File: src/wsfd_pkg.sv
// ----------------------------------------------------------------------------
// wsfd_pkg
// Shared constants for the WebSocket frame deframer.
// ----------------------------------------------------------------------------
package wsfd_pkg;

  // default width of the decoded payload length
  localparam int unsigned LengthBitsDefault = 64;

  // parser phases
  localparam int unsigned PhaseW = 3;
  localparam logic [PhaseW-1:0] PH_HDR0 = 3'd0;
  localparam logic [PhaseW-1:0] PH_HDR1 = 3'd1;
  localparam logic [PhaseW-1:0] PH_EXT  = 3'd2;
  localparam logic [PhaseW-1:0] PH_KEY  = 3'd3;
  localparam logic [PhaseW-1:0] PH_DATA = 3'd4;

  // header byte fields
  localparam logic [7:0] FinBit     = 8'h80;
  localparam logic [7:0] OpcodeMask = 8'h0F;
  localparam logic [7:0] Len7Mask   = 8'h7F;
  localparam logic [6:0] Len7Ext16  = 7'd126;
  localparam logic [6:0] Len7Ext64  = 7'd127;

  // extended length / key byte counts
  localparam logic [3:0] Ext16Bytes = 4'd2;
  localparam logic [3:0] Ext64Bytes = 4'd8;
  localparam logic [3:0] KeyBytes   = 4'd4;

  // record kinds
  localparam logic KindHeader  = 1'b0;
  localparam logic KindPayload = 1'b1;

endpackage

File: src/websocket_frame_deframer.sv
// ----------------------------------------------------------------------------
// websocket_frame_deframer
// Parses a byte stream of WebSocket frames into header records and unmasked
// payload bytes.
// ----------------------------------------------------------------------------
// Takes one raw frame byte per cycle and parses FIN/opcode, mask flag, 7-bit
// length with optional 16- or 64-bit big-endian extension, and the 4-byte
// masking key. A header record (kind 0) goes out once the header is complete;
// each payload byte then goes out unmasked (kind 1), with last_of_frame on the
// final byte or on the header of an empty frame. Header bytes that do not
// complete the header give no result. Throughput is one byte per cycle: each
// byte is parsed in a single pass into the result register, and a new byte is
// taken whenever that register is empty or being drained in the same cycle.
// A result is valid in the cycle after its byte is accepted. The decoded length
// is kept modulo 2^LENGTH_BITS, with the top bit cleared if LENGTH_BITS > 63.
module websocket_frame_deframer #(
  parameter int unsigned LENGTH_BITS = wsfd_pkg::LengthBitsDefault
) (
  input  logic        clk_i,
  input  logic        rst_ni,
  input  logic        in_valid_i,
  output logic        in_ready_o,
  input  logic [7:0]  in_byte_i,
  output logic        out_valid_o,
  input  logic        out_ready_i,
  output logic        kind_o,
  output logic [3:0]  frame_opcode_o,
  output logic        final_flag_o,
  output logic        masked_flag_o,
  output logic [62:0] payload_length_o,
  output logic [7:0]  payload_byte_o,
  output logic        last_of_frame_o
);

  localparam int unsigned LW = LENGTH_BITS;
  // the top bit of a length wider than 63 bits is dropped
  localparam logic [LW-1:0] KeepMask =
    (LW > 63) ? {1'b0, {(LW-1){1'b1}}} : {LW{1'b1}};

  // parser state
  logic [wsfd_pkg::PhaseW-1:0] phase_q, phase_d;
  logic [3:0]    ext_cnt_q, ext_cnt_d;
  logic          fin_q, fin_d;
  logic [3:0]    opcode_q, opcode_d;
  logic          masked_q, masked_d;
  logic [LW-1:0] accum_q, accum_d;
  logic [31:0]   key_q, key_d;
  logic [LW-1:0] left_q, left_d;
  logic [1:0]    key_idx_q, key_idx_d;

  // result register
  logic          ovalid_q, ovalid_d;
  logic          kind_q, kind_d;
  logic [3:0]    oopc_q, oopc_d;
  logic          ofin_q, ofin_d;
  logic          omask_q, omask_d;
  logic [62:0]   olen_q, olen_d;
  logic [7:0]    obyte_q, obyte_d;
  logic          olast_q, olast_d;

  logic          in_fire;
  logic [6:0]    len7;
  logic [LW-1:0] len_cand;
  logic [LW-1:0] len_fin;
  logic [63:0]   len_ext;
  logic [3:0]    cnt_dec;
  logic [LW-1:0] left_dec;
  logic [4:0]    key_sh;
  logic [7:0]    key_byte;
  logic          emit_hdr;

  function automatic logic [6:0] Len7Mask7();
    return wsfd_pkg::Len7Mask[6:0];
  endfunction

  assign in_ready_o = !ovalid_q || out_ready_i;
  assign in_fire    = in_valid_i && in_ready_o;

  assign len7     = in_byte_i[6:0] & Len7Mask7();
  assign cnt_dec  = ext_cnt_q - 4'd1;
  assign key_sh   = {~key_idx_q, 3'b000};
  assign key_byte = masked_q ? key_q[key_sh +: 8] : 8'h00;
  assign left_dec = (left_q != '0) ? left_q - LW'(1) : left_q;

  // candidate length at the point where it becomes final
  always_comb begin
    if (phase_q == wsfd_pkg::PH_HDR1) begin
      len_cand = LW'(len7);
    end else if (phase_q == wsfd_pkg::PH_EXT) begin
      len_cand = {accum_q[LW-9:0], in_byte_i};
    end else begin
      len_cand = accum_q;
    end
  end
  assign len_fin = len_cand & KeepMask;
  assign len_ext = 64'(len_fin);

  always_comb begin
    phase_d   = phase_q;
    ext_cnt_d = ext_cnt_q;
    fin_d     = fin_q;
    opcode_d  = opcode_q;
    masked_d  = masked_q;
    accum_d   = accum_q;
    key_d     = key_q;
    left_d    = left_q;
    key_idx_d = key_idx_q;
    emit_hdr  = 1'b0;

    ovalid_d = ovalid_q && !out_ready_i;
    kind_d   = kind_q;
    oopc_d   = oopc_q;
    ofin_d   = ofin_q;
    omask_d  = omask_q;
    olen_d   = olen_q;
    obyte_d  = obyte_q;
    olast_d  = olast_q;

    if (in_fire) begin
      case (phase_q)
        wsfd_pkg::PH_HDR0: begin
          fin_d    = |(in_byte_i & wsfd_pkg::FinBit);
          opcode_d = 4'(in_byte_i & wsfd_pkg::OpcodeMask);
          phase_d  = wsfd_pkg::PH_HDR1;
        end
        wsfd_pkg::PH_HDR1: begin
          masked_d = |(in_byte_i & wsfd_pkg::FinBit);
          accum_d  = '0;
          if (len7 == wsfd_pkg::Len7Ext16) begin
            ext_cnt_d = wsfd_pkg::Ext16Bytes;
            phase_d   = wsfd_pkg::PH_EXT;
          end else if (len7 == wsfd_pkg::Len7Ext64) begin
            ext_cnt_d = wsfd_pkg::Ext64Bytes;
            phase_d   = wsfd_pkg::PH_EXT;
          end else if (masked_d) begin
            accum_d   = len_cand;
            ext_cnt_d = wsfd_pkg::KeyBytes;
            phase_d   = wsfd_pkg::PH_KEY;
          end else begin
            emit_hdr = 1'b1;
          end
        end
        wsfd_pkg::PH_EXT: begin
          accum_d   = len_cand;
          ext_cnt_d = cnt_dec;
          if (cnt_dec == 4'd0) begin
            if (masked_q) begin
              ext_cnt_d = wsfd_pkg::KeyBytes;
              phase_d   = wsfd_pkg::PH_KEY;
            end else begin
              emit_hdr = 1'b1;
            end
          end
        end
        wsfd_pkg::PH_KEY: begin
          key_d     = {key_q[23:0], in_byte_i};
          ext_cnt_d = cnt_dec;
          if (cnt_dec == 4'd0) begin
            emit_hdr = 1'b1;
          end
        end
        wsfd_pkg::PH_DATA: begin
          key_idx_d = key_idx_q + 2'd1;
          left_d    = left_dec;
          ovalid_d  = 1'b1;
          kind_d    = wsfd_pkg::KindPayload;
          oopc_d    = opcode_q;
          ofin_d    = fin_q;
          omask_d   = masked_q;
          olen_d    = '0;
          obyte_d   = in_byte_i ^ key_byte;
          olast_d   = (left_dec == '0);
          if (left_dec == '0) begin
            phase_d = wsfd_pkg::PH_HDR0;
          end
        end
        default: begin
          phase_d = wsfd_pkg::PH_HDR0;
        end
      endcase

      if (emit_hdr) begin
        accum_d   = len_fin;
        left_d    = len_fin;
        key_idx_d = 2'd0;
        ovalid_d  = 1'b1;
        kind_d    = wsfd_pkg::KindHeader;
        oopc_d    = opcode_d;
        ofin_d    = fin_d;
        omask_d   = masked_d;
        olen_d    = len_ext[62:0];
        obyte_d   = 8'h00;
        olast_d   = (len_fin == '0);
        phase_d   = (len_fin == '0) ? wsfd_pkg::PH_HDR0 : wsfd_pkg::PH_DATA;
      end
    end
  end

  always_ff @(posedge clk_i or negedge rst_ni) begin
    if (!rst_ni) begin
      phase_q   <= wsfd_pkg::PH_HDR0;
      ext_cnt_q <= '0;
      fin_q     <= 1'b0;
      opcode_q  <= '0;
      masked_q  <= 1'b0;
      accum_q   <= '0;
      key_q     <= '0;
      left_q    <= '0;
      key_idx_q <= '0;
      ovalid_q  <= 1'b0;
    end else begin
      phase_q   <= phase_d;
      ext_cnt_q <= ext_cnt_d;
      fin_q     <= fin_d;
      opcode_q  <= opcode_d;
      masked_q  <= masked_d;
      accum_q   <= accum_d;
      key_q     <= key_d;
      left_q    <= left_d;
      key_idx_q <= key_idx_d;
      ovalid_q  <= ovalid_d;
    end
  end

  always_ff @(posedge clk_i) begin
    kind_q  <= kind_d;
    oopc_q  <= oopc_d;
    ofin_q  <= ofin_d;
    omask_q <= omask_d;
    olen_q  <= olen_d;
    obyte_q <= obyte_d;
    olast_q <= olast_d;
  end

  assign out_valid_o      = ovalid_q;
  assign kind_o           = kind_q;
  assign frame_opcode_o   = oopc_q;
  assign final_flag_o     = ofin_q;
  assign masked_flag_o    = omask_q;
  assign payload_length_o = olen_q;
  assign payload_byte_o   = obyte_q;
  assign last_of_frame_o  = olast_q;

  // among header records, only the header of an empty frame closes the frame
  a_hdr_last: assert property (@(posedge clk_i) disable iff (!rst_ni)
    (out_valid_o && kind_o == wsfd_pkg::KindHeader)
      |-> (last_of_frame_o == (payload_length_o == 63'd0)))
    else $error("header last_of_frame disagrees with length");

  // payload records carry no length
  a_pay_len: assert property (@(posedge clk_i) disable iff (!rst_ni)
    (out_valid_o && kind_o == wsfd_pkg::KindPayload) |-> (payload_length_o == 63'd0))
    else $error("payload record with nonzero length");

  // byte counter live while collecting extension or key
  a_cnt_live: assert property (@(posedge clk_i) disable iff (!rst_ni)
    (phase_q == wsfd_pkg::PH_EXT || phase_q == wsfd_pkg::PH_KEY) |-> (ext_cnt_q != 4'd0))
    else $error("extension/key counter empty mid-header");

  // last payload byte returns to header parsing
  a_data_end: assert property (@(posedge clk_i) disable iff (!rst_ni)
    (in_fire && phase_q == wsfd_pkg::PH_DATA && left_q == LW'(1))
      |=> (phase_q == wsfd_pkg::PH_HDR0 && out_valid_o && last_of_frame_o))
    else $error("frame did not end after its last byte");

endmodule
File: config.mk
export PLATFORM = sky130hd
export DESIGN_NAME = websocket_frame_deframer
export DESIGN_NICKNAME = d
export VERILOG_FILES = /design/src/wsfd_pkg.sv /design/src/websocket_frame_deframer.sv
export SDC_FILE = /design/constraint.sdc
export NUM_CORES = 1
export LEC_CHECK = 0
export BUFFER_PORTS_ARGS = -buffer_cell sky130_fd_sc_hd__buf_2
export CAP_MARGIN = 20
export CORE_MARGIN = 2
export CORE_UTILIZATION = 47
export CTS_BUF_LIST = sky130_fd_sc_hd__clkbuf_2 sky130_fd_sc_hd__clkbuf_4 sky130_fd_sc_hd__clkbuf_8
export CTS_CLUSTER_DIAMETER = 120
export DETAILED_ROUTE_END_ITERATION = 10
export SKIP_CTS_REPAIR_TIMING = 1
export SLEW_MARGIN = 5
export SYNTH_ARGS = -nofsm -noshare
export SYNTH_HDL_FRONTEND = slang
export SYNTH_SLANG_ARGS = --single-unit
File: constraint.sdc
create_clock -name clk_i -period 5.75 [get_ports clk_i]
set_input_delay 1.15 -clock clk_i [delete_from_list [all_inputs] [get_ports clk_i]]
set_output_delay 1.15 -clock clk_i [all_outputs]
set_load 0.01 [all_outputs]
==> results.md <==
* Initial Util at 47.8%
* Number of global-route vias before repair at 11200
* Congestion Overflow GR at 0
* RSZ-0062 raised after global routing: no
* P&R area growth vs syn at 13.1%
* Crit path DAT at 4.56 ns
* Drt total wl at 47700 um
* Post-synth ARST share at 68.9%
* Post-DR wirelength/cell at 25.9 um
* Max Cap Viol at 0
* CTS tree: yes
* Layout cell share with drive strength beyond 1 at 19.0%
* Most used DFF post-synth: dfrtp_1
* Worst slew pin tran at 1.09 ns
* Residual DRC at 0
* Routed Antenna Nets at 0
* Ys Warns at 0
* Syn Std Cell Area at 13300 um2
* DR vias/cell at 6.40
* PwrDens at 564 nW/um2
* Fin. max-slew vios at 0
* Post-synth top area share at 33.0%
* EDFF count, synth at 79
* Placer congestion estimate at 0.996
* CP max FO at 14
* Syn_area_per_cell at 9.77 um2
* Cts bufs inserted at 45
* Rows at 61
* DR pass1 iterations at 6
* Worst endpoint required time at 6.22 ns
* Setup CP Type: reg2reg
* Finished Cell Area at 15000 um2
* CTS max path bufs at 3
* Post-route setup slack at 1.66 ns
* P_leak at 5.91 nW
* Die area at 29600 um2
* Synth area leaders: dfrtp_1, edfxtp_1, o21ai_0, nand2_1, nor2_1
* Core Footprint at 27800 um2
* FF+latch count, synth at 254
* Post-Syn Nets at 1375
* Highest Clock Rate at 245 MHz
* ANT cells at 0
* Post-synthesis cell count at 1359
* Max IR drop VDD at 0.000463 V
* Placed cell area at 14100 um2
* Num ports at 93
* Status: complete, no violations
* DP Cell Count at 1755
* Largest area contributor in the synthesized netlist: dfrtp_1
* Die H at 172 um
* Fin crit period at 4.09 ns
* First DRT Iteration DRCs at 1605
* Final Util at 54.0%
* Final hold viol count at 0
* Worst skew pair latency at 0.60 ns
* Buffers on Ports at 92
* H-tree depth at 2
* Clock Skew at 0.0265 ns
* Hold slack at 0.438 ns
* Critical Path End Type: flip-flop
* Yosys cell types at 70
* Crit path launch type: flip-flop
* Root Driver: clkbuf_8
* DPL Wire Length at 32900 um
* Tcrit/Tclk final at 71.1%
* Pre-CTS setup slack at 1.37 ns
* First-pass GRT wire length at 71400 um
* Clk slew on worst S/H paths at 0.06 ns
* Final setup viols at 0
* Routed vias at 11800
* NumNets Final at 1440
* All-Layer GR Usage at 32.7%
* Max-slew headroom at 27.3%
* Fillers at 2600
* Worst hold path type: reg2reg
* Register area share after synthesis at 50.9%
* Largest net degree at the start of global routing at 90
* Die width at 172 um
* Final total power at 8.47 mW
* Clock sinks at 254
* Final non-filler cell total at 1839
* Post-route setup TNS at 0 ns
* Antenna violations before repair at 0
## cell families (layout without fill, tap and decap cells)
family	Yosys count	after routing	share of synthesized area, %
AND/OR/NAND/NOR	512	512	19.2
buffers and inverters	127	229	3.89
flip-flops	254	254	50.9
multiplexers	53	53	5.11
adder cells (fa/ha/maj)	4	4	0.377
XOR/XNOR	32	32	2.11
AO/OA/AOI/OAI	377	377	18.4
## synthesized netlist by cell type, types with 5 or more instances
cell,count
or4_1,15
nand3_1,27
o31ai_1,8
nand2b_1,5
inv_1,25
o21ai_0,141
o41ai_1,5
and2_1,22
mux4_2,8
buf_2,11
and4_1,5
nor3_1,52
mux2i_1,7
xor2_1,16
and3_1,6
a31oi_1,10
o22ai_1,7
buf_1,15
nor4_1,45
edfxtp_1,79
or2_2,5
a211oi_1,8
mux2_2,38
clkbuf_1,73
nand2_1,132
nor2_1,131
a21oi_1,56
xnor2_1,16
nand4_1,29
a21o_1,7
a22oi_1,43
dfrtp_1,175
a22o_1,50
or3_1,10
## state kept, by name, indices dropped and copies added, names as in the netlist
| signal | count |
|---|---|
| out_valid_o | 1 |
| masked_q | 1 |
| fin_q | 1 |
| final_flag_o | 1 |
| key_idx_q | 2 |
| key_q | 32 |
| phase_q | 3 |
| left_q | 64 |
| payload_length_o | 63 |
| payload_byte_o | 8 |
| ext_cnt_q | 4 |
| accum_q | 63 |
| frame_opcode_o | 4 |
| opcode_q | 4 |
| last_of_frame_o | 1 |
| masked_flag_o | 1 |
| kind_o | 1 |
## path summary, 6_finish.rpt
check,slack [ns],cells past startpoint,startpoint,endpoint
max,1.66,12,left_q[0]$_DFFE_PN0P_,phase_q[2]$_DFFE_PN0P_
min in group asynchronous,0.66,1,rst_ni,left_q[45]$_DFFE_PN0P_
min,0.44,0,fin_q$_DFFE_PN0P_,final_flag_o$_DFFE_PP_
min reg2reg,0.44,0,fin_q$_DFFE_PN0P_,final_flag_o$_DFFE_PP_
max reg2reg,1.66,12,left_q[0]$_DFFE_PN0P_,phase_q[2]$_DFFE_PN0P_
max in group asynchronous,3.85,2,rst_ni,key_q[21]$_DFFE_PN0P_
## worst max-delay path: stages, from the launching register on
cell      delay, ns
dfrtp_1        0.42
inv_1          0.15
ha_1           0.31
nor3b_1        0.44
nand4_1        0.15
buf_4          0.22
o41ai_1        0.61
o211ai_1       0.20
a211oi_1       0.37
nand4_1        0.13
nor4_1         0.36
nand4_1        0.25
a221o_1        0.36
## layout by cell type, fill, tap and decap left out, types with 29 or more instances in the layout
cell and n:
dfrtp_1 175, o21ai_0 139, nand2_1 132, nor2_1 129, buf_2 91, edfxtp_1 79
a21oi_1 56, nor3_1 52, clkbuf_8 52, a22o_1 50, nor4_1 45, a22oi_1 43
mux2_2 38, nand4_1 29
## report_power, final
part / switching, mW / internal, mW / leakage [nW]
sequential: 0.740 / 2.48 / 3.01
combinational: 2.25 / 1.22 / 2.40
clock: 0.806 / 0.975 / 0.503
## per-layer routing
metal / global-route usage (%) / part of all wire (%) / vias up / wire, um
li1: - / - / 5210 / -
met1: 44.7 / 41 / 5797 / 19700
met2: 50.6 / 46 / 624 / 21700
met3: 6.02 / 8.2 / 133 / 3890
met4: 15.1 / 5.0 / 0 / 2370
met5: 0 / 0 / - / 0
## area by class of cell
| cell class | instances | area (um2) | area share [%] |
|---|---|---|---|
| Sequential cell | 254 | 6750 | 45.0 |
| Multi-Input combinational cell | 978 | 6050 | 40.3 |
| Clock inverter | 10 | 67.6 | 0.450 |
| Timing Repair Buffer | 120 | 689 | 4.59 |
| Inverter | 25 | 96.3 | 0.642 |
| Clock buffer | 74 | 881 | 5.87 |
| Tap cell | 378 | 473 | 3.15 |
Power figures use the tool's default switching activity.
